## src/design/rmq_pkg.sv

```systemverilog
`timescale 1ns / 1ps
`default_nettype none
package rmq_pkg;

    localparam int DATA_W = 16;
    localparam int FRAC_W = 14;

    localparam int CAND_W = DATA_W + 2;
    localparam int X_W    = CAND_W + FRAC_W - 2;
    localparam int SQ_N   = (X_W + 1) / 2;
    localparam int R_W    = 2 * SQ_N + 1;
    localparam int B_W    = SQ_N + 1;
    localparam int MAG_W  = DATA_W + 1;
    localparam int D_W    = B_W + 2;
    localparam int N_W    = MAG_W + FRAC_W + 1;
    localparam int Q_N    = N_W - FRAC_W - 1;

    typedef logic signed [DATA_W-1:0] t_data;

    typedef enum logic [1:0] {
        PICK_W,
        PICK_X,
        PICK_Y,
        PICK_Z
    } t_pick;

    typedef struct packed {
        t_data m_xx;
        t_data m_xy;
        t_data m_xz;
        t_data m_yx;
        t_data m_yy;
        t_data m_yz;
        t_data m_zx;
        t_data m_zy;
        t_data m_zz;
    } t_mat;

    typedef struct packed {
        t_data q_x;
        t_data q_y;
        t_data q_z;
        t_data q_w;
    } t_quat;

    // three non-chosen components, in output order
    typedef struct packed {
        t_pick                  pick;
        logic [2:0]             neg;
        logic [2:0][MAG_W-1:0]  mag;
    } t_side;

endpackage
`default_nettype wire

```

## src/design/rmq_sqrt.sv

```systemverilog
`timescale 1ns / 1ps
`default_nettype none
module rmq_sqrt (
    input  wire                      i_clk,
    input  wire                      i_rst_n,
    input  wire                      i_en,
    input  wire                      i_valid,
    input  wire [rmq_pkg::X_W-1:0]   i_x,
    input  rmq_pkg::t_side           i_side,
    output logic                     o_valid,
    output logic [rmq_pkg::B_W-1:0]  o_b,
    output rmq_pkg::t_side           o_side
);
    import rmq_pkg::*;

    typedef struct packed {
        logic [R_W-1:0] x;
        logic [R_W-1:0] res;
        t_side          side;
    } t_sq;

    t_sq            r_s [SQ_N];
    t_sq            n_s [SQ_N];
    logic [SQ_N:0]  r_v;
    logic [B_W-1:0] r_b;
    logic [B_W-1:0] n_b;
    t_side          r_side;
    logic [R_W-1:0] s_x;
    logic [R_W-1:0] s_res;
    logic [R_W-1:0] s_bit;
    logic [R_W-1:0] s_t;

    // one result bit per stage
    always_comb begin
        for (int k = 0; k < SQ_N; k++) begin
            if (k == 0) begin
                s_x            = R_W'(i_x);
                s_res          = '0;
                n_s[k].side    = i_side;
            end else begin
                s_x            = r_s[k-1].x;
                s_res          = r_s[k-1].res;
                n_s[k].side    = r_s[k-1].side;
            end
            s_bit = R_W'(1) << (2 * (SQ_N - 1 - k));
            s_t   = s_res + s_bit;
            if (s_x >= s_t) begin
                n_s[k].x   = s_x - s_t;
                n_s[k].res = (s_res >> 1) + s_bit;
            end else begin
                n_s[k].x   = s_x;
                n_s[k].res = s_res >> 1;
            end
        end
        // round to nearest
        n_b = B_W'(r_s[SQ_N-1].res + R_W'(r_s[SQ_N-1].x > r_s[SQ_N-1].res));
    end

    always_ff @(posedge i_clk) begin
        if (!i_rst_n) begin
            r_v <= '0;
        end else if (i_en) begin
            r_v <= {r_v[SQ_N-1:0], i_valid};
        end
    end

    always_ff @(posedge i_clk) begin
        if (i_en) begin
            for (int k = 0; k < SQ_N; k++) begin
                r_s[k] <= n_s[k];
            end
            r_b    <= n_b;
            r_side <= r_s[SQ_N-1].side;
        end
    end

    assign o_valid = r_v[SQ_N];
    assign o_b     = r_b;
    assign o_side  = r_side;
endmodule
`default_nettype wire

```

## config.mk

```make
export PLATFORM = sky130hd
export DESIGN_NAME = rmq_sqrt
export DESIGN_NICKNAME = d
export VERILOG_FILES = /design/src/design/rmq_pkg.sv /design/src/design/rmq_sqrt.sv
export SDC_FILE = /design/constraint.sdc
export NUM_CORES = 1
export LEC_CHECK = 0
export BUFFER_PORTS_ARGS = -buffer_cell sky130_fd_sc_hd__buf_4
export CAP_MARGIN = 20
export CORE_MARGIN = 2
export CORE_UTILIZATION = 55
export DETAILED_ROUTE_END_ITERATION = 16
export PLACE_DENSITY = 0.72
export SYNTH_ARGS = -nofsm -noshare
export SYNTH_HDL_FRONTEND = slang
export SYNTH_SLANG_ARGS = --single-unit
```

## constraint.sdc

```tcl
create_clock -name i_clk -period 7.8 [get_ports i_clk]
set_clock_uncertainty 0.2 [all_clocks]
set_input_delay 0.78 -clock i_clk [delete_from_list [all_inputs] [get_ports i_clk]]
set_output_delay 0.78 -clock i_clk [all_outputs]
set_load 0.05 [all_outputs]
```

==> flow_summary.yaml <==
timing:
  fin_tns_setup_ns: 0
  slew_headroom_pct: 33.16
  min_period_ns: 3.474
  hold_viol: 0
  hold_ws_ns: 0.1260
  setup_viol: 0
  rsz0062_at_grt: "false"
  slew_violations: 0
  finalCritPeriodShare_pct: 44.54
  worst_pin_slew_ns: 1.003
  max_freq_mhz: 287.8
critical_path:
  cp.arrival_ns: 3.77
  worstReg2RegStart: "r_s[1][563]"
  path_common_cell: "o211ai_1"
  setup.worst_path.class: "reg2reg"
  required_ns: 8.09
  endpoint_kind: "register"
  r2r_cells: 8
  crit_slowest_cell: "o211ai_1"
  crit_path_start_kind: "register"
  cp_max_fo: 27
  cpPeakStageDelay_ns: 0.65
  critPathLaunch: "r_s[1][563]"
  cp_cell_sequence: "ha_1, o21ai_0, o2bb2ai_1, o211ai_1, a31oi_1, o211ai_1, buf_4, mux2_2"
finish:
  fin_nets: 3873
  num_antenna_cells: 0
  stdcell_area_um2: 65260
  layout-drive-gt1-share_pct: 11.49
  fin_cells: 5118
  mostFrequentLayoutCell: "edfxtp_1"
  syn_to_final_growth_pct: 15.28
  mostFrequentLayoutCells: "edfxtp_1, inv_1, buf_4"
power:
  ir_drop_mv: 0.2966
  p_per_area_nw_per_um2: 281.6
  leakagePower_nw: 23.50
placement:
  gp_congestion: 0.8929
  place_area_um2: 59640
  dp_hpwl_um: 53550
  port_buffers: 162
  dpl.cell_count: 4765
global_route:
  grt_pass1_vias: 27066
  grt_use_total_pct: 16.23
  grt_overflow_total: 0
  grt_max_degree: 188
  grt_pass1_wl_um: 136500
  antenna_found_initial: 0
drt:
  routed_wirelength_um: 85030
  drcViolationCount: 0
  drtIter0Drc: 1652
  vias: 26829
  via_per_inst: 5.242
  drt_first_pass_iters: 5
  ant_nets: 0
  wl_per_cell_um: 16.61
synthesis:
  synthFlopType: "edfxtp_1"
  synth-seq-cells: 1513
  synth_edf_count: 1497
  syn_area_um2: 56610
  avgSynthCellArea_um2: 17.42
  synth_fp_nets: 3489
  syn-instance-count: 3249
  synth_top_cells_by_area: "edfxtp_1, ha_1, xor2_1"
  yosysWarnings: 0
  synth-seq-area-share_pct: 79.97
  yosys.area.top_type: "edfxtp_1"
  ys_types: 82
  synth_top_cell_area_share_pct: 79.41
  synthArstFlopShare_pct: 0
clock_network:
  cts_tree: "done"
  htreeDepth: 4
  cts.clk_slew.worst_paths_ns: 0.06
  clockBufferDepth: 3
  insertion_delay_ns: 0.75
  cts_sinks: 1513
  cts_resized: 0
  ctsRootBufferMaster: "clkbuf_16"
  cts_buffers: 149
hold_path:
  whs_path_depth: 3
  min_from: "i_valid"
  min_path_type: "in2reg"
outcome:
  status: "completed"
flow_run:
  cap_viol_max_count: 0
floorplanning:
  num_rows: 117
  die_area_um2: 105500
  core_um2: 101900
  start_util_pct: 55.56
  die_y_um: 324.8
  ios: 163
  fp.dieW_um: 324.8
power breakdown:
group	total [W]	internal, W	switching, W
combinational	0.00149	0.000600	0.000893
sequential	0.0100	0.00972	0.000316
clock	0.00685	0.00389	0.00296
registers in the layout (all words and copies together) (netlist names):
name / flops
o_b: 16
o_side: 56
r_s: 1425
r_v: 16
worst paths after layout:
path	end	slack, ns
worst min register to register	r_s[1][484]	0.20
worst max register to register	r_s[1][686]	4.33
worst max-delay path	r_s[1][686]	4.33
worst min-delay path	r_v[0]	0.13
through the flow:
step | setup slack (ns) | utilization, % | total power (W)
5_1_grt | 4.055 | 64.05 | 0.01913
6_report | 4.326 | 64.05 | 0.01838
4_1_cts | 4.305 | 64.04 | 0.01860
3_3_place_gp | 4.388 | 58.54 | 0.01161
2_1_floorplan | 4.732 | - | 0.01106
3_5_place_dp | 4.317 | 58.54 | 0.01167
cell families (layout without fill, tap and decap cells):
| group | Yosys count | after routing | synth area share (%) |
|---|---|---|---|
| xor gates and xnor gates | 211 | 211 | 3.264 |
| muxes | 31 | 31 | 0.5658 |
| buffers and inverters | 223 | 724 | 1.525 |
| adders and majority gates | 150 | 150 | 3.315 |
| DFF | 1513 | 1513 | 79.97 |
| AOI/OAI and AO/OA | 398 | 398 | 4.429 |
| and+or+nand+nor | 722 | 722 | 6.922 |
| other | 1 | 1 | 0.006624 |
metal layers:
metal	part of all wire, %	vias to the layer above	track usage, %	wire length, µm
met5	0	-	0	0
met4	4.0	0	7.669	3394
met3	3.8	219	3.322	3230
met2	52	522	29.06	44540
met1	40	12839	18.66	33870
li1	-	13249	-	-
synth_stat cells (23+ instances only):
master / n
o21ai_0: 104
xnor2_1: 98
edfxtp_1: 1497
mux2i_1: 23
nand3_1: 39
nor2_1: 119
o21a_1: 33
ha_1: 150
nor3_1: 76
nor4_1: 73
inv_1: 181
nor4b_1: 24
a21oi_1: 92
or3_1: 36
o31ai_1: 28
nor2b_1: 39
clkbuf_1: 28
a21o_1: 37
nand2_1: 154
nand4_1: 39
xor2_1: 113
layout make-up:
class	count	area (µm²)
flip-flops and latches	1513	45270
fillers	7089	36630
inverters	186	698.2
clock buffers	178	3837
multi-input cells	1513	10480
well taps	1368	1712
clock inverters	90	932.1
repair buffers	270	2332
worst max-delay path, delay by kind of cell, from the launching register on:
family / cells / cell delay (ns)
adders and majority gates: 1 / 0.35
muxes: 1 / 0.38
DFF: 1 / 0.39
AOI/OAI and AO/OA: 5 / 1.48
buffers and inverters: 1 / 0.43
repair_timing:
| action | in CTS | in global routing |
|---|---|---|
| setup endpoints to repair | 0 | 0 |
| hold buffers | 84 | 0 |
| setup buffers | 0 | 0 |
| hold endpoints to repair | 84 | 0 |
Power figures use the tool's default switching activity.
