===== config.mk =====
export PLATFORM = sky130hd
export DESIGN_NAME = rmq_div
export DESIGN_NICKNAME = d
export VERILOG_FILES = /design/src/design/rmq_pkg.sv /design/src/design/rmq_div.sv
export SDC_FILE = /design/constraint.sdc
export NUM_CORES = 2
export LEC_CHECK = 0
export ABC_AREA = 1
export BUFFER_PORTS_ARGS = -buffer_cell sky130_fd_sc_hd__buf_2
export CAP_MARGIN = 40
export CORE_MARGIN = 2
export CORE_UTILIZATION = 50
export CTS_CLUSTER_SIZE = 40
export DETAILED_ROUTE_END_ITERATION = 12
export GPL_ROUTABILITY_DRIVEN = 0
export PLACE_DENSITY = 0.7
export SYNTH_ARGS = -nofsm -noshare
export SYNTH_HDL_FRONTEND = slang
export SYNTH_MEMORY_MAX_BITS = 65536
export SYNTH_SLANG_ARGS = --single-unit

===== constraint.sdc =====
create_clock -name i_clk -period 1.95 [get_ports i_clk]
set_clock_uncertainty 0.1 [all_clocks]
set_input_delay 0.39 -clock i_clk [delete_from_list [all_inputs] [get_ports i_clk]]
set_output_delay 0.39 -clock i_clk [all_outputs]
set_load 0.01 [all_outputs]

===== src/design/rmq_pkg.sv =====
`timescale 1ns / 1ps
`default_nettype none
package rmq_pkg;

    localparam int DATA_W = 16;
    localparam int FRAC_W = 14;

    localparam int CAND_W = DATA_W + 2;
    localparam int X_W    = CAND_W + FRAC_W - 2;
    localparam int SQ_N   = (X_W + 1) / 2;
    localparam int R_W    = 2 * SQ_N + 1;
    localparam int B_W    = SQ_N + 1;
    localparam int MAG_W  = DATA_W + 1;
    localparam int D_W    = B_W + 2;
    localparam int N_W    = MAG_W + FRAC_W + 1;
    localparam int Q_N    = N_W - FRAC_W - 1;

    typedef logic signed [DATA_W-1:0] t_data;

    typedef enum logic [1:0] {
        PICK_W,
        PICK_X,
        PICK_Y,
        PICK_Z
    } t_pick;

    typedef struct packed {
        t_data m_xx;
        t_data m_xy;
        t_data m_xz;
        t_data m_yx;
        t_data m_yy;
        t_data m_yz;
        t_data m_zx;
        t_data m_zy;
        t_data m_zz;
    } t_mat;

    typedef struct packed {
        t_data q_x;
        t_data q_y;
        t_data q_z;
        t_data q_w;
    } t_quat;

    // three non-chosen components, in output order
    typedef struct packed {
        t_pick                  pick;
        logic [2:0]             neg;
        logic [2:0][MAG_W-1:0]  mag;
    } t_side;

endpackage
`default_nettype wire


===== src/design/rmq_div.sv =====
`timescale 1ns / 1ps
`default_nettype none
module rmq_div (
    input  wire                               i_clk,
    input  wire                               i_rst_n,
    input  wire                               i_en,
    input  wire                               i_valid,
    input  wire [rmq_pkg::B_W-1:0]            i_b,
    input  rmq_pkg::t_side                    i_side,
    output logic                              o_valid,
    output logic [rmq_pkg::B_W-1:0]           o_b,
    output rmq_pkg::t_pick                    o_pick,
    output logic [2:0]                        o_neg,
    output logic [2:0][rmq_pkg::Q_N-1:0]      o_q
);
    import rmq_pkg::*;

    typedef struct packed {
        logic [2:0][N_W-1:0] n;
        logic [2:0][D_W-1:0] rem;
        logic [2:0][Q_N-1:0] q;
        logic [D_W-1:0]      den;
        logic [B_W-1:0]      b;
        t_pick               pick;
        logic [2:0]          neg;
    } t_dv;

    t_dv           r_d [Q_N+1];
    t_dv           n_d [Q_N+1];
    logic [Q_N:0]  r_v;
    logic [D_W:0]  s_r2;

    always_comb begin
        // numerator with half divisor added for rounding
        n_d[0].den  = D_W'(i_b) << 2;
        n_d[0].b    = i_b;
        n_d[0].pick = i_side.pick;
        n_d[0].neg  = i_side.neg;
        for (int j = 0; j < 3; j++) begin
            n_d[0].n[j]   = (N_W'(i_side.mag[j]) << FRAC_W) + (N_W'(i_b) << 1);
            n_d[0].rem[j] = D_W'(n_d[0].n[j] >> Q_N);
            n_d[0].q[j]   = '0;
        end
        for (int k = 1; k <= Q_N; k++) begin
            n_d[k] = r_d[k-1];
            for (int j = 0; j < 3; j++) begin
                s_r2 = {r_d[k-1].rem[j], r_d[k-1].n[j][Q_N-k]};
                if (s_r2 >= {1'b0, r_d[k-1].den}) begin
                    n_d[k].rem[j] = D_W'(s_r2 - {1'b0, r_d[k-1].den});
                    n_d[k].q[j]   = {r_d[k-1].q[j][Q_N-2:0], 1'b1};
                end else begin
                    n_d[k].rem[j] = D_W'(s_r2);
                    n_d[k].q[j]   = {r_d[k-1].q[j][Q_N-2:0], 1'b0};
                end
            end
        end
    end

    always_ff @(posedge i_clk) begin
        if (!i_rst_n) begin
            r_v <= '0;
        end else if (i_en) begin
            r_v <= {r_v[Q_N-1:0], i_valid};
        end
    end

    always_ff @(posedge i_clk) begin
        if (i_en) begin
            for (int k = 0; k <= Q_N; k++) begin
                r_d[k] <= n_d[k];
            end
        end
    end

    assign o_valid = r_v[Q_N];
    assign o_b     = r_d[Q_N].b;
    assign o_pick  = r_d[Q_N].pick;
    assign o_neg   = r_d[Q_N].neg;
    assign o_q     = r_d[Q_N].q;
endmodule
`default_nettype wire


==> summary.md <==
| Metric | Value |
|---|---|
| Max cap viols | 0 |
| Minimum clock period after layout | 2445 ps |
| Drt wl/cell | 18.03 microns |
| CP Capture Type | register |
| Worst slew pin tran | 444.2 ps |
| Worst rel slew slack | 0.7021 |
| Num ports | 149 |
| Die height | 483.7 microns |
| Critical path type | reg2reg |
| Dpl cells | 21090 |
| Clock Latency Late Sink | 920 ps |
| Top cells by count, synth | 5833 x nand2_1, 2472 x inv_1, 1689 x edfxtp_1 |
| Nets | 19560 |
| Syn_area_per_cell | 7.808 sq um |
| Initial antenna violation count | 8 |
| Ys async rst share | 0 |
| CTS root buf | clkbuf_16 |
| Worst EP arrival | 2960 ps |
| RSZ-0062 raised after global routing | true |
| Worst-path clk slew | 60 ps |
| Synth area leader | edfxtp_1 |
| WL final | 393600 microns |
| Crit share post-route | 1.254 |
| Synth Flop Type | edfxtp_1 |
| Slack of the critical path | -495.0 ps |
| Layout Cells excl Fill | 21830 |
| Initial DRC count | 10840 |
| Worst flop-to-flop path startpoint | r_d[9][220] |
| Via density | 5.267 |
| Grt total ovfl | 0 |
| # setup viols final | 830 |
| Power Total | 238.8 mW |
| Synthesized area | 115100 sq um |
| Die width | 483.7 microns |
| Worst R2R Setup Slack | -490 ps |
| Row count | 176 |
| Pleak | 82.49 nW |
| CP Max Fanout | 6 |
| Final Hold Viols | 0 |
| Netlist cell types | 48 |
| Drt pass-1 iters | 8 |
| Yosys top cell area share | 0.4408 |
| Fin. max-slew vios | 0 |
| Post-route ant nets | 0 |
| First-pass GRT wire length | 579600 microns |
| Largest net degree at the start of global routing | 70 |
| Register area | 51080 sq um |
| Total clock sinks | 1707 |
| Worst setup startpoint | r_d[9][220] |
| Peak supply drop | 1.144 mV |
| Vias | 115000 |
| TritonCTS clock tree | built |
| I/O Buffers | 148 |
| Clock Path Buffers | 3 |
| Core ar. | 229500 sq um |
| Seq/Total Area, Yosys | 0.4440 |
| Worst Hold Class | in2reg |
| Number of enable flip-flop cells after synthesis | 1689 |
| Filler cells | 16250 |
| DRC errors left | 0 |
| Number of global-route vias before repair | 108600 |
| Layout area overhead | 40.61% |
| Failing checks | setup timing |
| Share of cells above drive strength 1 | 0.2943 |
| Max Fclk | 0.4090 GHz |
| Area occupied by multi-input gates | 59970 sq um |
| Htree depth | 4 |
| Die area | 234000 sq um |
| Starting density of the core | 0.5014 |
| Outcome | finished, violations left |
| TritonCTS Buffers | 187 |
| Most instantiated library cell after synthesis | nand2_1 |
| Startpoint Class | register |
| Total power per unit cell area | 1476 nW/um^2 |
| Post-DP HPWL | 289000 microns |
| Mapped Nets | 15660 |
| Yosys reg bits | 1707 |
| Largest cells by area after synthesis | edfxtp_1 44%, nand2_1 19%, ha_1 8.6% |
| Gr usage total | 0.3143 |
| Synth Warn # | 0 |
| Critical Path RT | 2460 ps |
| Min-delay src | i_side[36] |
| Post-Syn Instances | 14740 |
logic make-up (layout without fill, tap and decap cells):
group | count (synthesis) | after routing | share of synthesized area
AND/OR/NAND/NOR | 8553 | 8575 | 0.3128
buffers and inverters | 2674 | 6715 | 0.09340
flip-flops | 1707 | 1707 | 0.4440
adder cells (fa/ha/maj) | 845 | 845 | 0.09522
AO/OA/AOI/OAI | 594 | 594 | 0.02699
XOR/XNOR | 363 | 363 | 0.02763
other | 0 | 1 | 0
final cells by class:
class	count	share of cell area
Timing Repair Buffer	3863	0.1919
Tap cell	3026	0.02340
Timing Repair inverter	3	0.0001083
Multi-Input combinational cell	10380	0.3707
Antenna cell	1	0.00001547
Inverter	2503	0.05916
Clock buffer	220	0.02969
Sequential cell	1707	0.3157
Clock inverter	126	0.009320
metal layers:
layer | share of wire | GRT usage
met2 | 0.47 | 0.5241
met1 | 0.38 | 0.3860
met4 | 0.076 | 0.1937
met3 | 0.080 | 0.04384
met5 | 0.00022 | 0
per-stage QoR:
stage	setup slack, ps	instance area [sq um]	util	hold WS [ps]	setup TNS (ps)
6_report	-495.0	161800	0.7050	5.953	-263430
5_1_grt	-588.3	161800	0.7050	13.96	-344830
4_1_cts	-339.4	156900	0.6837	1.308	-219810
3_5_place_dp	-524.2	145300	0.6331	304.5	-303430
3_3_place_gp	-513.9	145300	0.6331	300.4	-277520
2_1_floorplan	-81.93	115600	-	300.3	-29780
registers in the layout, indices dropped and copies added (netlist names):
| name | cells |
|---|---|
| r_d | 1689 |
| r_v | 18 |
timing repair:
action,in CTS,in global routing
pin swaps,113,196
setup buffers,128,149
setup endpoints to repair,838,854
cloned,12,20
endpoints found under the hold margin,104,0
hold buffers,80,0
resized for setup,652,734
critical path, stage by stage (launching register included):
cell and delay [ps]:
edfxtp_1 450, inv_2 110, buf_6 150, ha_4 310
nand2_4 60, inv_2 70, nand2_2 70, nor3_2 160
nand2_1 80, nand2_2 120, clkinvlp_4 180, buf_12 180
nand2_1 60, nand2_1 90
report_power, final:
part           total [mW]  internal [mW]  switching (mW)
Clock                36.2           20.3            15.9
Sequential           64.1           54.2            9.91
Combinational         139           64.6            73.9
Total                 239            139            99.7
final timing paths:
path,end,cells after the start
hold reg to reg,r_d[11][77],0
setup reg to reg,r_d[10][142],13
setup / recovery,r_d[10][142],13
hold / removal,r_d[0][224],4
cell usage in the layout (no fill, tap or decap), types with 31 or more instances in the layout:
master | synthesis | layout
nand4_1 | 174 | 174
a21oi_2 | 0 | 45
edfxtp_1 | 1689 | 1689
nand2_4 | 36 | 98
fa_1 | 51 | 41
xor2_1 | 220 | 220
clkbuf_1 | 4 | 33
clkbuf_16 | 0 | 190
inv_4 | 0 | 49
xnor2_1 | 143 | 143
buf_4 | 22 | 3409
nand3_1 | 1198 | 1130
nand2_1 | 5833 | 5529
ha_1 | 794 | 470
nor2_4 | 32 | 63
nand2_2 | 70 | 308
clkinv_1 | 11 | 33
dlygate4sd3_1 | 0 | 80
buf_6 | 51 | 68
nor3_2 | 7 | 31
a21oi_1 | 474 | 426
and2_1 | 35 | 35
nor2_1 | 790 | 675
inv_2 | 20 | 204
o21ai_0 | 60 | 58
buf_2 | 75 | 149
inv_1 | 2472 | 2235
buf_12 | 1 | 146
nor3_1 | 136 | 104
clkinv_2 | 0 | 41
nand3b_1 | 95 | 95
nand3_2 | 36 | 95
ha_4 | 0 | 297
nor2_2 | 39 | 123
Note: power is estimated with default switching activity, not from simulation.
